**src/sv/eed_pkg.sv**
```systemverilog
// Package for the backslash escape decoder: op codes, decode modes,
// character constants and the result/queue entry types.
// No dependencies.
package eed_pkg;

    localparam logic [1:0] OP_BYTE    = 2'd0;
    localparam logic [1:0] OP_ARG_END = 2'd1;
    localparam logic [1:0] OP_LAST    = 2'd2;

    localparam logic [1:0] MODE_TEXT  = 2'd0;
    localparam logic [1:0] MODE_ESC   = 2'd1;
    localparam logic [1:0] MODE_OCT   = 2'd2;

    localparam logic [7:0] CH_BSL     = 8'h5C;
    localparam logic [7:0] CH_ZERO    = 8'h30;
    localparam logic [7:0] CH_SEVEN   = 8'h37;
    localparam logic [7:0] CH_SPACE   = 8'h20;
    localparam logic [7:0] CH_LF      = 8'h0A;
    localparam logic [7:0] CH_B       = 8'h62;
    localparam logic [7:0] CH_F       = 8'h66;
    localparam logic [7:0] CH_N       = 8'h6E;
    localparam logic [7:0] CH_R       = 8'h72;
    localparam logic [7:0] CH_T       = 8'h74;
    localparam logic [7:0] CH_V       = 8'h76;
    localparam logic [7:0] CH_C       = 8'h63;

    localparam logic [7:0] VAL_BS     = 8'h08;
    localparam logic [7:0] VAL_FF     = 8'h0C;
    localparam logic [7:0] VAL_CR     = 8'h0D;
    localparam logic [7:0] VAL_HT     = 8'h09;
    localparam logic [7:0] VAL_VT     = 8'h0B;

    typedef struct packed {
        logic [7:0] out_byte;
        logic       has_byte;
        logic       end_of_output;
    } t_result;

    typedef struct packed {
        logic    two;
        t_result first;
        t_result second;
    } t_entry;

endpackage

```
**src/sv/eed_front.sv**
```systemverilog
// Front end: accepts items, tracks escape/octal state and forms a queue
// entry of one or two results for each item that yields output. Holds the no_newline register.
// Depends on eed_pkg.
module eed_front
    import eed_pkg::*;
(
    input  logic       i_clk,
    input  logic       i_rst_n,
    input  logic       i_valid,
    output logic       o_ready,
    input  logic [1:0] i_op,
    input  logic [7:0] i_ch,
    input  logic       i_cfg_valid,
    input  logic       i_no_newline,
    input  logic       i_full,
    output logic       o_push,
    output t_entry     o_entry
);

    logic [1:0] r_mode, n_mode;
    logic [7:0] r_val, n_val;
    logic [1:0] r_digits, n_digits;
    logic       r_cancel, n_cancel;
    logic       r_no_newline;

    logic [1:0] cnt;
    t_result    res0, res1;
    logic       is_oct, is_digit, txt_emit;
    logic [7:0] txt_byte, oct_next;
    logic [1:0] txt_mode;
    logic       accept;

    assign o_ready = !i_full;
    assign accept  = i_valid && !i_full;

    always_comb begin
        n_mode   = r_mode;
        n_val    = r_val;
        n_digits = r_digits;
        n_cancel = r_cancel;
        cnt      = 2'd0;
        res0     = '0;
        res1     = '0;
        is_oct   = (r_mode == MODE_OCT);
        is_digit = i_ch inside {[CH_ZERO:CH_SEVEN]};
        oct_next = {r_val[4:0], i_ch[2:0]};
        txt_emit = 1'b0;
        txt_byte = i_ch;
        txt_mode = r_mode;
        case (i_op)
            OP_BYTE: begin
                if (is_oct && is_digit) begin
                    if (r_digits == 2'd2) begin
                        res0     = '{out_byte: oct_next, has_byte: 1'b1, end_of_output: 1'b0};
                        cnt      = 2'd1;
                        n_mode   = MODE_TEXT;
                        n_val    = '0;
                        n_digits = '0;
                    end else begin
                        n_val    = oct_next;
                        n_digits = r_digits + 2'd1;
                    end
                end else begin
                    if (is_oct) begin
                        res0     = '{out_byte: r_val, has_byte: 1'b1, end_of_output: 1'b0};
                        cnt      = 2'd1;
                        txt_mode = MODE_TEXT;
                        n_val    = '0;
                        n_digits = '0;
                    end
                    n_mode = MODE_TEXT;
                    if (txt_mode == MODE_TEXT) begin
                        if (i_ch == CH_BSL) begin
                            n_mode = MODE_ESC;
                        end else begin
                            txt_emit = 1'b1;
                        end
                    end else begin
                        case (i_ch)
                            CH_B: begin txt_emit = 1'b1; txt_byte = VAL_BS; end
                            CH_F: begin txt_emit = 1'b1; txt_byte = VAL_FF; end
                            CH_N: begin txt_emit = 1'b1; txt_byte = CH_LF;  end
                            CH_R: begin txt_emit = 1'b1; txt_byte = VAL_CR; end
                            CH_T: begin txt_emit = 1'b1; txt_byte = VAL_HT; end
                            CH_V: begin txt_emit = 1'b1; txt_byte = VAL_VT; end
                            CH_C: begin
                                n_cancel = 1'b1;
                            end
                            CH_ZERO: begin
                                n_mode   = MODE_OCT;
                                n_val    = '0;
                                n_digits = '0;
                            end
                            default: begin
                                txt_emit = 1'b1;
                            end
                        endcase
                    end
                    if (txt_emit) begin
                        if (is_oct) begin
                            res1 = '{out_byte: txt_byte, has_byte: 1'b1, end_of_output: 1'b0};
                            cnt  = 2'd2;
                        end else begin
                            res0 = '{out_byte: txt_byte, has_byte: 1'b1, end_of_output: 1'b0};
                            cnt  = 2'd1;
                        end
                    end
                end
            end
            OP_ARG_END: begin
                if (is_oct) begin
                    res0 = '{out_byte: r_val, has_byte: 1'b1, end_of_output: 1'b0};
                    res1 = '{out_byte: CH_SPACE, has_byte: 1'b1, end_of_output: 1'b0};
                    cnt  = 2'd2;
                end else begin
                    res0 = '{out_byte: CH_SPACE, has_byte: 1'b1, end_of_output: 1'b0};
                    cnt  = 2'd1;
                end
                n_mode   = MODE_TEXT;
                n_val    = '0;
                n_digits = '0;
            end
            OP_LAST: begin
                if (!r_no_newline && !r_cancel) begin
                    if (is_oct) begin
                        res0 = '{out_byte: r_val, has_byte: 1'b1, end_of_output: 1'b0};
                        res1 = '{out_byte: CH_LF, has_byte: 1'b1, end_of_output: 1'b1};
                        cnt  = 2'd2;
                    end else begin
                        res0 = '{out_byte: CH_LF, has_byte: 1'b1, end_of_output: 1'b1};
                        cnt  = 2'd1;
                    end
                end else if (is_oct) begin
                    res0 = '{out_byte: r_val, has_byte: 1'b1, end_of_output: 1'b1};
                    cnt  = 2'd1;
                end else begin
                    res0 = '{out_byte: 8'h00, has_byte: 1'b0, end_of_output: 1'b1};
                    cnt  = 2'd1;
                end
                n_mode   = MODE_TEXT;
                n_val    = '0;
                n_digits = '0;
                n_cancel = 1'b0;
            end
            default: begin
            end
        endcase
    end

    assign o_push  = accept && (cnt != 2'd0);
    assign o_entry = '{two: (cnt == 2'd2), first: res0, second: res1};

    always_ff @(posedge i_clk) begin
        if (!i_rst_n) begin
            r_mode       <= MODE_TEXT;
            r_val        <= '0;
            r_digits     <= '0;
            r_cancel     <= 1'b0;
            r_no_newline <= 1'b0;
        end else begin
            if (accept) begin
                r_mode   <= n_mode;
                r_val    <= n_val;
                r_digits <= n_digits;
                r_cancel <= n_cancel;
            end
            if (i_cfg_valid) begin
                r_no_newline <= i_no_newline;
            end
        end
    end

endmodule

```
**src/sv/eed_queue.sv**
```systemverilog
// Short queue of decoded entries between front and back end.
// Flip-flop storage, one push and one pop per cycle. Depends on eed_pkg.
module eed_queue
    import eed_pkg::*;
#(
    parameter int DEPTH = 4
) (
    input  logic   i_clk,
    input  logic   i_rst_n,
    input  logic   i_push,
    input  t_entry i_entry,
    input  logic   i_pop,
    output t_entry o_head,
    output logic   o_full,
    output logic   o_empty
);

    localparam int PW = (DEPTH > 1) ? $clog2(DEPTH) : 1;
    localparam int CW = $clog2(DEPTH + 1);

    t_entry        r_mem [DEPTH];
    logic [PW-1:0] r_wr, r_rd;
    logic [CW-1:0] r_count;

    assign o_head  = r_mem[r_rd];
    assign o_full  = (r_count == CW'(DEPTH));
    assign o_empty = (r_count == '0);

    always_ff @(posedge i_clk) begin
        if (i_push) begin
            r_mem[r_wr] <= i_entry;
        end
    end

    always_ff @(posedge i_clk) begin
        if (!i_rst_n) begin
            r_wr    <= '0;
            r_rd    <= '0;
            r_count <= '0;
        end else begin
            if (i_push) begin
                r_wr <= (r_wr == PW'(DEPTH - 1)) ? '0 : r_wr + 1'b1;
            end
            if (i_pop) begin
                r_rd <= (r_rd == PW'(DEPTH - 1)) ? '0 : r_rd + 1'b1;
            end
            if (i_push && !i_pop) begin
                r_count <= r_count + 1'b1;
            end else if (!i_push && i_pop) begin
                r_count <= r_count - 1'b1;
            end
        end
    end

    a_no_overflow: assert property (@(posedge i_clk) disable iff (!i_rst_n)
        i_push |-> (r_count < CW'(DEPTH)))
        else $error("queue push while full");

    a_no_underflow: assert property (@(posedge i_clk) disable iff (!i_rst_n)
        i_pop |-> (r_count != '0))
        else $error("queue pop while empty");

endmodule

```
**src/sv/eed_back.sv**
```systemverilog
// Back end: pops queue entries and delivers their one or two results
// through a registered output stage. Depends on eed_pkg.
module eed_back
    import eed_pkg::*;
(
    input  logic       i_clk,
    input  logic       i_rst_n,
    input  t_entry     i_head,
    input  logic       i_empty,
    output logic       o_pop,
    output logic       o_valid,
    input  logic       i_ready,
    output logic [7:0] o_out_byte,
    output logic       o_has_byte,
    output logic       o_end_of_output
);

    t_result r_out, r_pend;
    logic    r_valid, r_pend_valid;
    logic    load;

    assign load  = !r_valid || i_ready;
    assign o_pop = load && !r_pend_valid && !i_empty;

    always_ff @(posedge i_clk) begin
        if (!i_rst_n) begin
            r_valid      <= 1'b0;
            r_pend_valid <= 1'b0;
        end else if (load) begin
            if (r_pend_valid) begin
                r_valid      <= 1'b1;
                r_pend_valid <= 1'b0;
            end else if (!i_empty) begin
                r_valid      <= 1'b1;
                r_pend_valid <= i_head.two;
            end else begin
                r_valid <= 1'b0;
            end
        end
    end

    always_ff @(posedge i_clk) begin
        if (load) begin
            if (r_pend_valid) begin
                r_out <= r_pend;
            end else if (!i_empty) begin
                r_out  <= i_head.first;
                r_pend <= i_head.second;
            end
        end
    end

    assign o_valid         = r_valid;
    assign o_out_byte      = r_out.out_byte;
    assign o_has_byte      = r_out.has_byte;
    assign o_end_of_output = r_out.end_of_output;

    a_pend_behind_out: assert property (@(posedge i_clk) disable iff (!i_rst_n)
        r_pend_valid |-> r_valid)
        else $error("second result held without a first one in the output");

    a_two_holds_second: assert property (@(posedge i_clk) disable iff (!i_rst_n)
        (o_pop && i_head.two) |=> r_pend_valid)
        else $error("second result of a popped entry lost");

endmodule

```
**src/sv/echo_escape_decoder.sv**
```systemverilog
// Top level of the backslash escape decoder: front end, entry queue, back end.
// Depends on eed_pkg, eed_front, eed_queue, eed_back.
//
//   channel   signals                                        direction
//   input     i_valid / o_ready, i_op, i_ch                  in
//   result    o_valid / i_ready, o_out_byte, o_has_byte,     out
//             o_end_of_output
//   config    i_cfg_valid / o_cfg_ready, i_no_newline        in
//
// One item per cycle in; results pass a registered output stage.
// Items giving two results leave as two separate outputs; the entry queue
// (QUEUE_DEPTH entries) absorbs them, and o_ready drops only when it is full.
// Synchronous active-low reset clears decode state, queue and output stage.
// Config writes are always taken (o_cfg_ready is high).
module echo_escape_decoder
    import eed_pkg::*;
#(
    parameter int QUEUE_DEPTH = 4
) (
    input  logic       i_clk,
    input  logic       i_rst_n,
    input  logic       i_valid,
    output logic       o_ready,
    input  logic [1:0] i_op,
    input  logic [7:0] i_ch,
    output logic       o_valid,
    input  logic       i_ready,
    output logic [7:0] o_out_byte,
    output logic       o_has_byte,
    output logic       o_end_of_output,
    input  logic       i_cfg_valid,
    output logic       o_cfg_ready,
    input  logic       i_no_newline
);

    t_entry push_entry, head;
    logic   push, pop, full, empty;

    assign o_cfg_ready = 1'b1;

    eed_front u_front (
        .i_clk       (i_clk),
        .i_rst_n     (i_rst_n),
        .i_valid     (i_valid),
        .o_ready     (o_ready),
        .i_op        (i_op),
        .i_ch        (i_ch),
        .i_cfg_valid (i_cfg_valid),
        .i_no_newline(i_no_newline),
        .i_full      (full),
        .o_push      (push),
        .o_entry     (push_entry)
    );

    eed_queue #(
        .DEPTH(QUEUE_DEPTH)
    ) u_queue (
        .i_clk  (i_clk),
        .i_rst_n(i_rst_n),
        .i_push (push),
        .i_entry(push_entry),
        .i_pop  (pop),
        .o_head (head),
        .o_full (full),
        .o_empty(empty)
    );

    eed_back u_back (
        .i_clk          (i_clk),
        .i_rst_n        (i_rst_n),
        .i_head         (head),
        .i_empty        (empty),
        .o_pop          (pop),
        .o_valid        (o_valid),
        .i_ready        (i_ready),
        .o_out_byte     (o_out_byte),
        .o_has_byte     (o_has_byte),
        .o_end_of_output(o_end_of_output)
    );

endmodule

```
**config.mk**
```make
export PLATFORM = sky130hd
export DESIGN_NAME = echo_escape_decoder
export DESIGN_NICKNAME = d
export VERILOG_FILES = /design/src/sv/eed_pkg.sv /design/src/sv/eed_front.sv /design/src/sv/eed_queue.sv /design/src/sv/eed_back.sv /design/src/sv/echo_escape_decoder.sv
export SDC_FILE = /design/constraint.sdc
export NUM_CORES = 1
export LEC_CHECK = 0
export ABC_AREA = 1
export BUFFER_PORTS_ARGS = -buffer_cell sky130_fd_sc_hd__buf_2
export CAP_MARGIN = 20
export CORE_ASPECT_RATIO = 1.75
export CORE_MARGIN = 2
export CORE_UTILIZATION = 40
export CTS_CLUSTER_DIAMETER = 150
export CTS_CLUSTER_SIZE = 14
export DETAILED_ROUTE_END_ITERATION = 6
export PLACE_DENSITY = 0.55
export RECOVER_POWER = 25
export SLEW_MARGIN = 25
export SYNTH_ARGS = -nofsm -noshare
export SYNTH_HDL_FRONTEND = slang
export SYNTH_HIERARCHICAL = 1
export SYNTH_SLANG_ARGS = --single-unit
```
**constraint.sdc**
```tcl
create_clock -name i_clk -period 6.6 [get_ports i_clk]
set_clock_uncertainty 0.15 [all_clocks]
set_input_delay 0.33 -clock i_clk [delete_from_list [all_inputs] [get_ports i_clk]]
set_output_delay 0.33 -clock i_clk [all_outputs]
set_load 0.02 [all_outputs]
```
-- Word-level counts from Yosys, hierarchy flattened
Memory sizes are Yosys's and may differ from the RTL's. A register that Yosys moved wholly into a read port is not among the register bits.
Cells that the tools add are included.
- add/subtract/negate cells: 5
- order comparisons: 2
- eq/ne operators: 22
- multiplexer cells: 70
- bitwise logic cells: 2
- reduce and logical (&&, ||, !) cells: 32
- operator list (operator ; count):
    two-way mux 10 bit ; 15
    == test 8 x 7 -> 1 bit (second input constant) ; 8
    one-hot mux 10 bit (3 select lines) ; 2
    two-way mux 8 bit ; 7
    one-hot mux 8 bit (6 select lines) ; 1
    two-way mux 2 bit ; 20
    two-way mux 1 bit ; 17
    one-hot mux 8 bit (2 select lines) ; 1
    == test 2 bit (second input constant) ; 6
    logical AND 1 bit ; 9
    == test 8 x 6 -> 1 bit (second input constant) ; 1
    greater-or-equal comparator 8 x 6 -> 1 bit (second input constant) ; 1
    <= comparator 8 x 6 -> 1 bit (second input constant) ; 1
    zero test 1 bit ; 8
    inequality test 2 bit (second input constant) ; 4
    one-hot mux 2 bit (2 select lines) ; 2
    nonzero test 2 bit ; 4
    adder 2 x 1 -> 2 bit (second input constant) ; 3
    two-way mux 3 bit ; 2
    two-way mux 6 bit ; 1
    one-hot mux 2 bit (3 select lines) ; 1
    AND reduction 3 bit ; 2
    AND reduction 5 bit ; 1
    zero test 2 bit ; 2
    11 further kinds ; 14
- register bits: 43
- bits in writable memories: 84
- input bits: 16
- output and inout bits: 13
- logic and storage cells: 150
- memories kept: 1
- memory list (name ; words ; bits a word ; read ports ; clocked after Yosys merged registers in ; wr ports ; line ; source):
    u_queue.r_mem ; 4 ; 21 ; 1 ; 1 ; 1 ; eed_queue.sv:21 ; t_entry r_mem [DEPTH];

-- Longest topological paths before layout
- depth after elaboration: 18
- depth in mapped cells: 21
- mapped depth without buffers: 21

-- Hierarchy
The synthesis kept the hierarchy.
- modules (own cells, without submodules) (module ; instances ; cells each ; area an instance (µm²) ; seq. area each (µm²)):
    eed_queue ; 1 ; 263 ; 3637.2 ; 2702.6
    eed_front ; 1 ; 260 ; 1442.6 ; 280.3
    eed_back ; 1 ; 70 ; 842.1 ; 640.6
    echo_escape_decoder ; 1 ; 2 ; 11.3 ; 0.0

-- Worst setup path before layout
Ideal clock, no wire load.
- path type: input port to flip-flop
- from: input i_ch[7]
- to: register u_queue.r_count[2]
- setup time: 110 ps
- arrival time: 2543 ps
- data required time: 6340 ps
- slack: 3798 ps
- cell stages on the path: 21
- path buffers: 0
- cells stage by stage: inv_1 > nand2_1 > nor2_1 > nand3b_1 > nand2_1 > nor2_2 > inv_1 > ha_1 > nor2_1 > o21ai_0 > o21ai_1 > inv_1 > ha_1 > inv_1 > fa_1 > inv_1 > nand2_1 > nand3_1 > nand2_1 > inv_1 > nor2_1
- cells in the longest elaborated chain, start to end: 14
- elaborated cells between the ends (all ways): 23
- those cells by class: order compare (2); eq/ne (3); mux (9); reduce/logical (9)
- RTL lines (what ; line ; source):
    start: declaration ; echo_escape_decoder.sv:25 ; input logic [7:0] i_ch,
    == test 8 x 7 -> 1 bit or == test 8 x 6 -> 1 bit (tied branches) ; eed_front.sv:79 ; case (i_ch)
    OR reduction 2 bit (no source line) ; -- ;
    two-way mux 1 bit ; eed_front.sv:79 ;
    two-way mux 1 bit ; eed_front.sv:72 ; if (txt_mode == MODE_TEXT) begin
    two-way mux 1 bit ; eed_front.sv:52 ; if (is_oct && is_digit) begin
    two-way mux 1 bit ; eed_front.sv:50 ; case (i_op)
    two-way mux 2 bit ; eed_front.sv:99 ; if (txt_emit) begin
    two-way mux 2 bit * ; eed_front.sv:52 ;
    one-hot mux 2 bit (3 select lines) * ; eed_front.sv:50 ;
    nonzero test 2 bit * ; eed_front.sv:150 ; assign o_push = accept && (cnt != 2'd0);
    logical AND 1 bit * ; eed_front.sv:150 ;
    named net push ; echo_escape_decoder.sv:37 ; logic push, pop, full, empty;
    zero test 1 bit ; eed_queue.sv:49 ; end else if (!i_push && i_pop) begin
    logical AND 1 bit ; eed_queue.sv:49 ;
    nonzero test 2 bit (no source line) ; -- ;
    end signal: assignment ; eed_queue.sv:48 ; r_count <= r_count + 1'b1;
    end signal: assignment ; eed_queue.sv:50 ; r_count <= r_count - 1'b1;
    end: declaration ; eed_queue.sv:23 ; logic [CW-1:0] r_count;
Mark *: on every way through the listed nets, which the timed path passes. The rest lies on a longest branch. The select of a mux whose other input is x is not followed.
A chain may end at the register's enable or synchronous reset.

-- Worst setup path after layout
- from: register u_front.r_mode[0]
- to: register u_queue.r_count[1]
- cells in the longest elaborated chain, start to end: 16
- elaborated cells between the ends (all ways): 22
- those cells by class: eq/ne (1); mux (13); reduce/logical (8)
- RTL lines (what ; line ; source):
    start: declaration ; eed_front.sv:20 ; logic [1:0] r_mode, n_mode;
    start signal: assignment ; eed_front.sv:162 ; r_mode <= n_mode;
    == test 2 bit ; eed_front.sv:44 ; is_oct = (r_mode == MODE_OCT);
    two-way mux 2 bit ; eed_front.sv:64 ; if (is_oct) begin
    two-way mux 2 bit ; eed_front.sv:52 ;
    two-way mux 2 bit ; eed_front.sv:50 ;
    zero test 2 bit ; eed_front.sv:72 ;
    two-way mux 1 bit ; eed_front.sv:72 ;
    two-way mux 1 bit ; eed_front.sv:52 ;
    two-way mux 1 bit ; eed_front.sv:50 ;
    two-way mux 2 bit ; eed_front.sv:99 ;
    two-way mux 2 bit ; eed_front.sv:52 ;
    one-hot mux 2 bit (3 select lines) * ; eed_front.sv:50 ;
    nonzero test 2 bit * ; eed_front.sv:150 ;
    logical AND 1 bit * ; eed_front.sv:150 ;
    named net push ; echo_escape_decoder.sv:37 ;
    zero test 1 bit ; eed_queue.sv:49 ;
    logical AND 1 bit ; eed_queue.sv:49 ;
    nonzero test 2 bit (no source line) ; -- ;
Marks and branches as above.

==> results.py <==
metrics = {
    "critical_path": {
        "worstPathRequired_ns": 6.75,
        "critPathMaxFanout": 16,
        "critPathKind": "reg -> reg",
        "endpoint_kind": "flop",
        "cp.arrival_ns": 4.75,
        "worstSetupStartpointType": "flop",
    },
    "floorplanning": {
        "chipWidth_um": 96.07,
        "coreArea_um2": 14440,
        "die_h_um": 165.1,
        "rows": 58,
        "start_util_pct": 41.08,
        "io_pins": 29,
        "die-area_um2": 15860,
    },
    "clock_network": {
        "clk_latency_ns": 0.40,
        "path_clk_slew_ns": 0.06,
        "cts.sinks": 129,
        "htree_levels": 4,
        "cts_root_buffer": "clkbuf_16",
        "clk_path_buf_depth": 2,
        "cts_setup_buffers": 0,
        "cts_tree": "yes",
        "cts_resized": 0,
        "cts_buffers": 17,
    },
    "place": {
        "postPlaceCellArea_um2": 6143,
        "dp.cells": 784,
        "preCtsSetupSlack_ns": 3.178,
        "place.gp.congestion": 0.9524,
        "place_hpwl_mm": 9.095,
        "io_buffers": 27,
    },
    "timing": {
        "relSlewSlack_pct": -18.11,
        "period_share_pct": 69.73,
        "worst_slack_ns": 1.998,
        "setup_violations": 0,
        "hold_violations": 0,
        "slew_violations": 15,
        "whs_ns": 0.01919,
        "tightest_slew_ns": 1.758,
        "rsz0062_at_grt": "no",
        "max_freq_mhz": 217.3,
        "min_period_ns": 4.602,
        "tns_ns": 0,
    },
    "global_route": {
        "grt_start_max_net_pins": 44,
        "overflow": 0,
        "grt_use_total_pct": 17.87,
        "grt_first_pass_wirelength_mm": 20.94,
        "antenna_found_initial": 0,
        "grt_pass1_vias": 4082,
    },
    "logic_synthesis": {
        "synthesis.area_um2": 5933,
        "yosysWarningCount": 6,
        "synth_cell_types": 40,
        "syn_inst": 595,
        "syn_nets": 624,
        "seq_area_frac_synth_pct": 61.07,
        "postSynthAreaPerCell_um2": 9.972,
        "ys_seq_elements": 129,
    },
    "route": {
        "drt_iter0_markers": 287,
        "drc": 0,
        "wl_mm": 13.22,
        "wl_per_cell_um": 16.18,
        "postRouteAntennaNets": 0,
        "firstDrtPassIters": 4,
        "vias_per_cell": 5.132,
        "vias": 4193,
    },
    "hold_path": {
        "hold_class": "in -> reg",
    },
    "pwr": {
        "fin_total_pwr_mw": 2.614,
        "swShare_pct": 31.14,
        "pwr_density_cell_nw_per_um2": 391.0,
        "p_seq_share_pct": 42.2,
        "p_clk_share_pct": 34.8,
        "p_sw_mw": 0.8140,
        "p_leak_nw": 2.598,
        "power_frac_comb_pct": 23.0,
        "internal_power_mw": 1.800,
        "vdd.ir_drop.worst_v": 0.0001998,
    },
    "status": {
        "status": "finished with violations",
        "failed_checks": "capacitance limit, slew limit",
    },
    "cells_and_area": {
        "regArea_um2": 3623,
        "nets": 653,
        "multi_input_area_um2": 1868,
        "fin_area_um2": 6685,
        "finalNonFillerCells": 817,
        "area_delta_synth_final_pct": 12.67,
        "final_util_pct": 46.29,
        "fillCellCount": 1375,
        "drive_gt1_share_pct": 8.791,
        "n_antenna_cell": 0,
    },
    "run": {
        "max_cap_viol_count": 1,
    },
}
cell families (layout without fill, tap and decap cells):
kind of cell | Yosys count | in the layout | share of synthesized area, %
other | 1 | 1 | 0.06320
buffers and inverters | 85 | 127 | 7.022
XOR/XNOR | 1 | 1 | 0.1476
adder cells (fa/ha/maj) | 13 | 13 | 2.868
AO/OA/AOI/OAI | 121 | 121 | 11.79
AND/OR/NAND/NOR | 245 | 245 | 17.04
flip-flops | 129 | 129 | 61.07
path summary, 6_finish.rpt:
check	from	endpoint	slack, ns	cells past startpoint
worst max-delay path	u_front/r_mode[0]$_SDFFE_PN0P_	u_queue/r_count[1]$_SDFFE_PN0P_	2.00	14
worst min-delay path	i_no_newline	u_front/r_no_newline$_SDFFE_PN0P_	0.02	3
worst max register to register	u_front/r_mode[0]$_SDFFE_PN0P_	u_queue/r_count[1]$_SDFFE_PN0P_	2.00	14
worst min register to register	u_front/r_mode[1]$_SDFFE_PN0P_	u_front/r_mode[1]$_SDFFE_PN0P_	0.32	2
cells in the mapped netlist:
| library cell | count | share of area, % |
|---|---|---|
| nand2_2 | 2 | 0.21 |
| inv_1 | 58 | 3.7 |
| nor2_1 | 100 | 6.3 |
| buf_1 | 1 | 0.063 |
| a221oi_1 | 1 | 0.15 |
| conb_1 | 1 | 0.063 |
| o22ai_2 | 2 | 0.42 |
| and3_1 | 1 | 0.11 |
| o21ai_0 | 22 | 1.9 |
| buf_2 | 6 | 0.51 |
| nor3_1 | 10 | 0.84 |
| buf_4 | 4 | 0.51 |
| o2111ai_1 | 1 | 0.15 |
| clkbuf_1 | 1 | 0.063 |
| nand4_2 | 1 | 0.21 |
| a31oi_1 | 2 | 0.21 |
| nand2_4 | 1 | 0.19 |
| ha_1 | 12 | 2.5 |
| nand3b_1 | 2 | 0.25 |
| o211ai_1 | 3 | 0.38 |
| nand4_1 | 2 | 0.21 |
| buf_6 | 6 | 1.1 |
| a21oi_2 | 1 | 0.15 |
| dfxtp_1 | 25 | 8.4 |
| fa_1 | 1 | 0.34 |
| nor2_2 | 5 | 0.53 |
| nand2_1 | 106 | 6.7 |
| inv_2 | 4 | 0.25 |
| edfxtp_1 | 104 | 53 |
| a21oi_1 | 21 | 1.8 |
| clkinv_1 | 2 | 0.13 |
| o21ai_1 | 34 | 2.9 |
| a22oi_1 | 8 | 1.0 |
| xor2_1 | 1 | 0.15 |
| inv_8 | 1 | 0.19 |
| buf_8 | 2 | 0.51 |
| nor3_4 | 1 | 0.27 |
| nand3_1 | 14 | 1.2 |
| o22ai_1 | 24 | 2.5 |
| o21ai_2 | 2 | 0.30 |
layout by cell type, fill, tap and decap left out, types with 2 or more instances in the layout:
master,n
nand2_1,107
o22ai_2,2
o21ai_1,34
o21ai_0,23
nand3b_1,2
a22oi_1,8
nand2_2,2
clkinv_2,5
bufinv_16,3
a21oi_1,21
clkinv_1,5
clkinv_4,2
a31oi_1,2
buf_2,14
inv_2,2
nor2_2,4
nand4_1,2
nor3_1,11
clkbuf_16,17
nand3_1,14
edfxtp_1,104
clkbuf_1,16
o211ai_1,3
ha_1,12
nor2_1,101
inv_1,60
dfxtp_1,25
o22ai_1,24
registers in the layout, indices dropped and copies added, names as in the netlist, named ones only:
register,count
u_back/r_pend_valid,1
u_queue/r_wr,2
u_front/r_mode,2
u_queue/r_rd,2
u_back/o_has_byte,1
u_back/r_pend,10
u_back/o_valid,1
u_queue/r_count,3
u_queue/r_mem,84
u_front/r_digits,2
u_back/o_out_byte,8
u_front/r_cancel,1
u_front/r_no_newline,1
u_front/r_val,8
u_back/o_end_of_output,1
routing by layer:
layer	share of wire, %	vias up	global-route usage (%)
li1	-	2095	-
met1	38	1986	19.41
met2	56	88	32.80
met3	3.5	24	4.265
met4	2.6	0	6.688
met5	0	-	0
layout make-up:
cell class	count	share of cell area, %
clock buffers	19	6.476
flip-flops and latches	129	54.20
repair buffers	30	2.096
multi-input cells	381	27.94
well taps	180	3.369
clock inverters	13	2.152
inverters	65	3.762
what timing repair did:
action | in CTS | in global routing
endpoints found under the hold margin | 1 | 0
endpoints found under the setup margin | 0 | 0
hold buffers | 1 | 0
critical path, cell delays in order, from the launching register on:
cell	delay (ns)
dfxtp_1	0.37
inv_1	0.13
nand2_1	0.38
nor3_1	1.51
inv_2	0.35
nand3_1	0.16
and3_1	0.20
inv_1	0.05
o21ai_1	0.11
inv_1	0.11
ha_1	0.23
inv_1	0.09
fa_1	0.42
o21ai_0	0.18
nor2_1	0.05
power groups by stage:
stage,Combinational [mW],Clock (mW),Sequential (mW)
floorplan,0.465,0,1.14
global placement,0.613,0,1.12
detailed placement,0.627,0,1.12
CTS,0.629,0.928,1.10
global route,0.679,0.966,1.12
finish,0.602,0.908,1.10
Power figures use the tool's default switching activity.
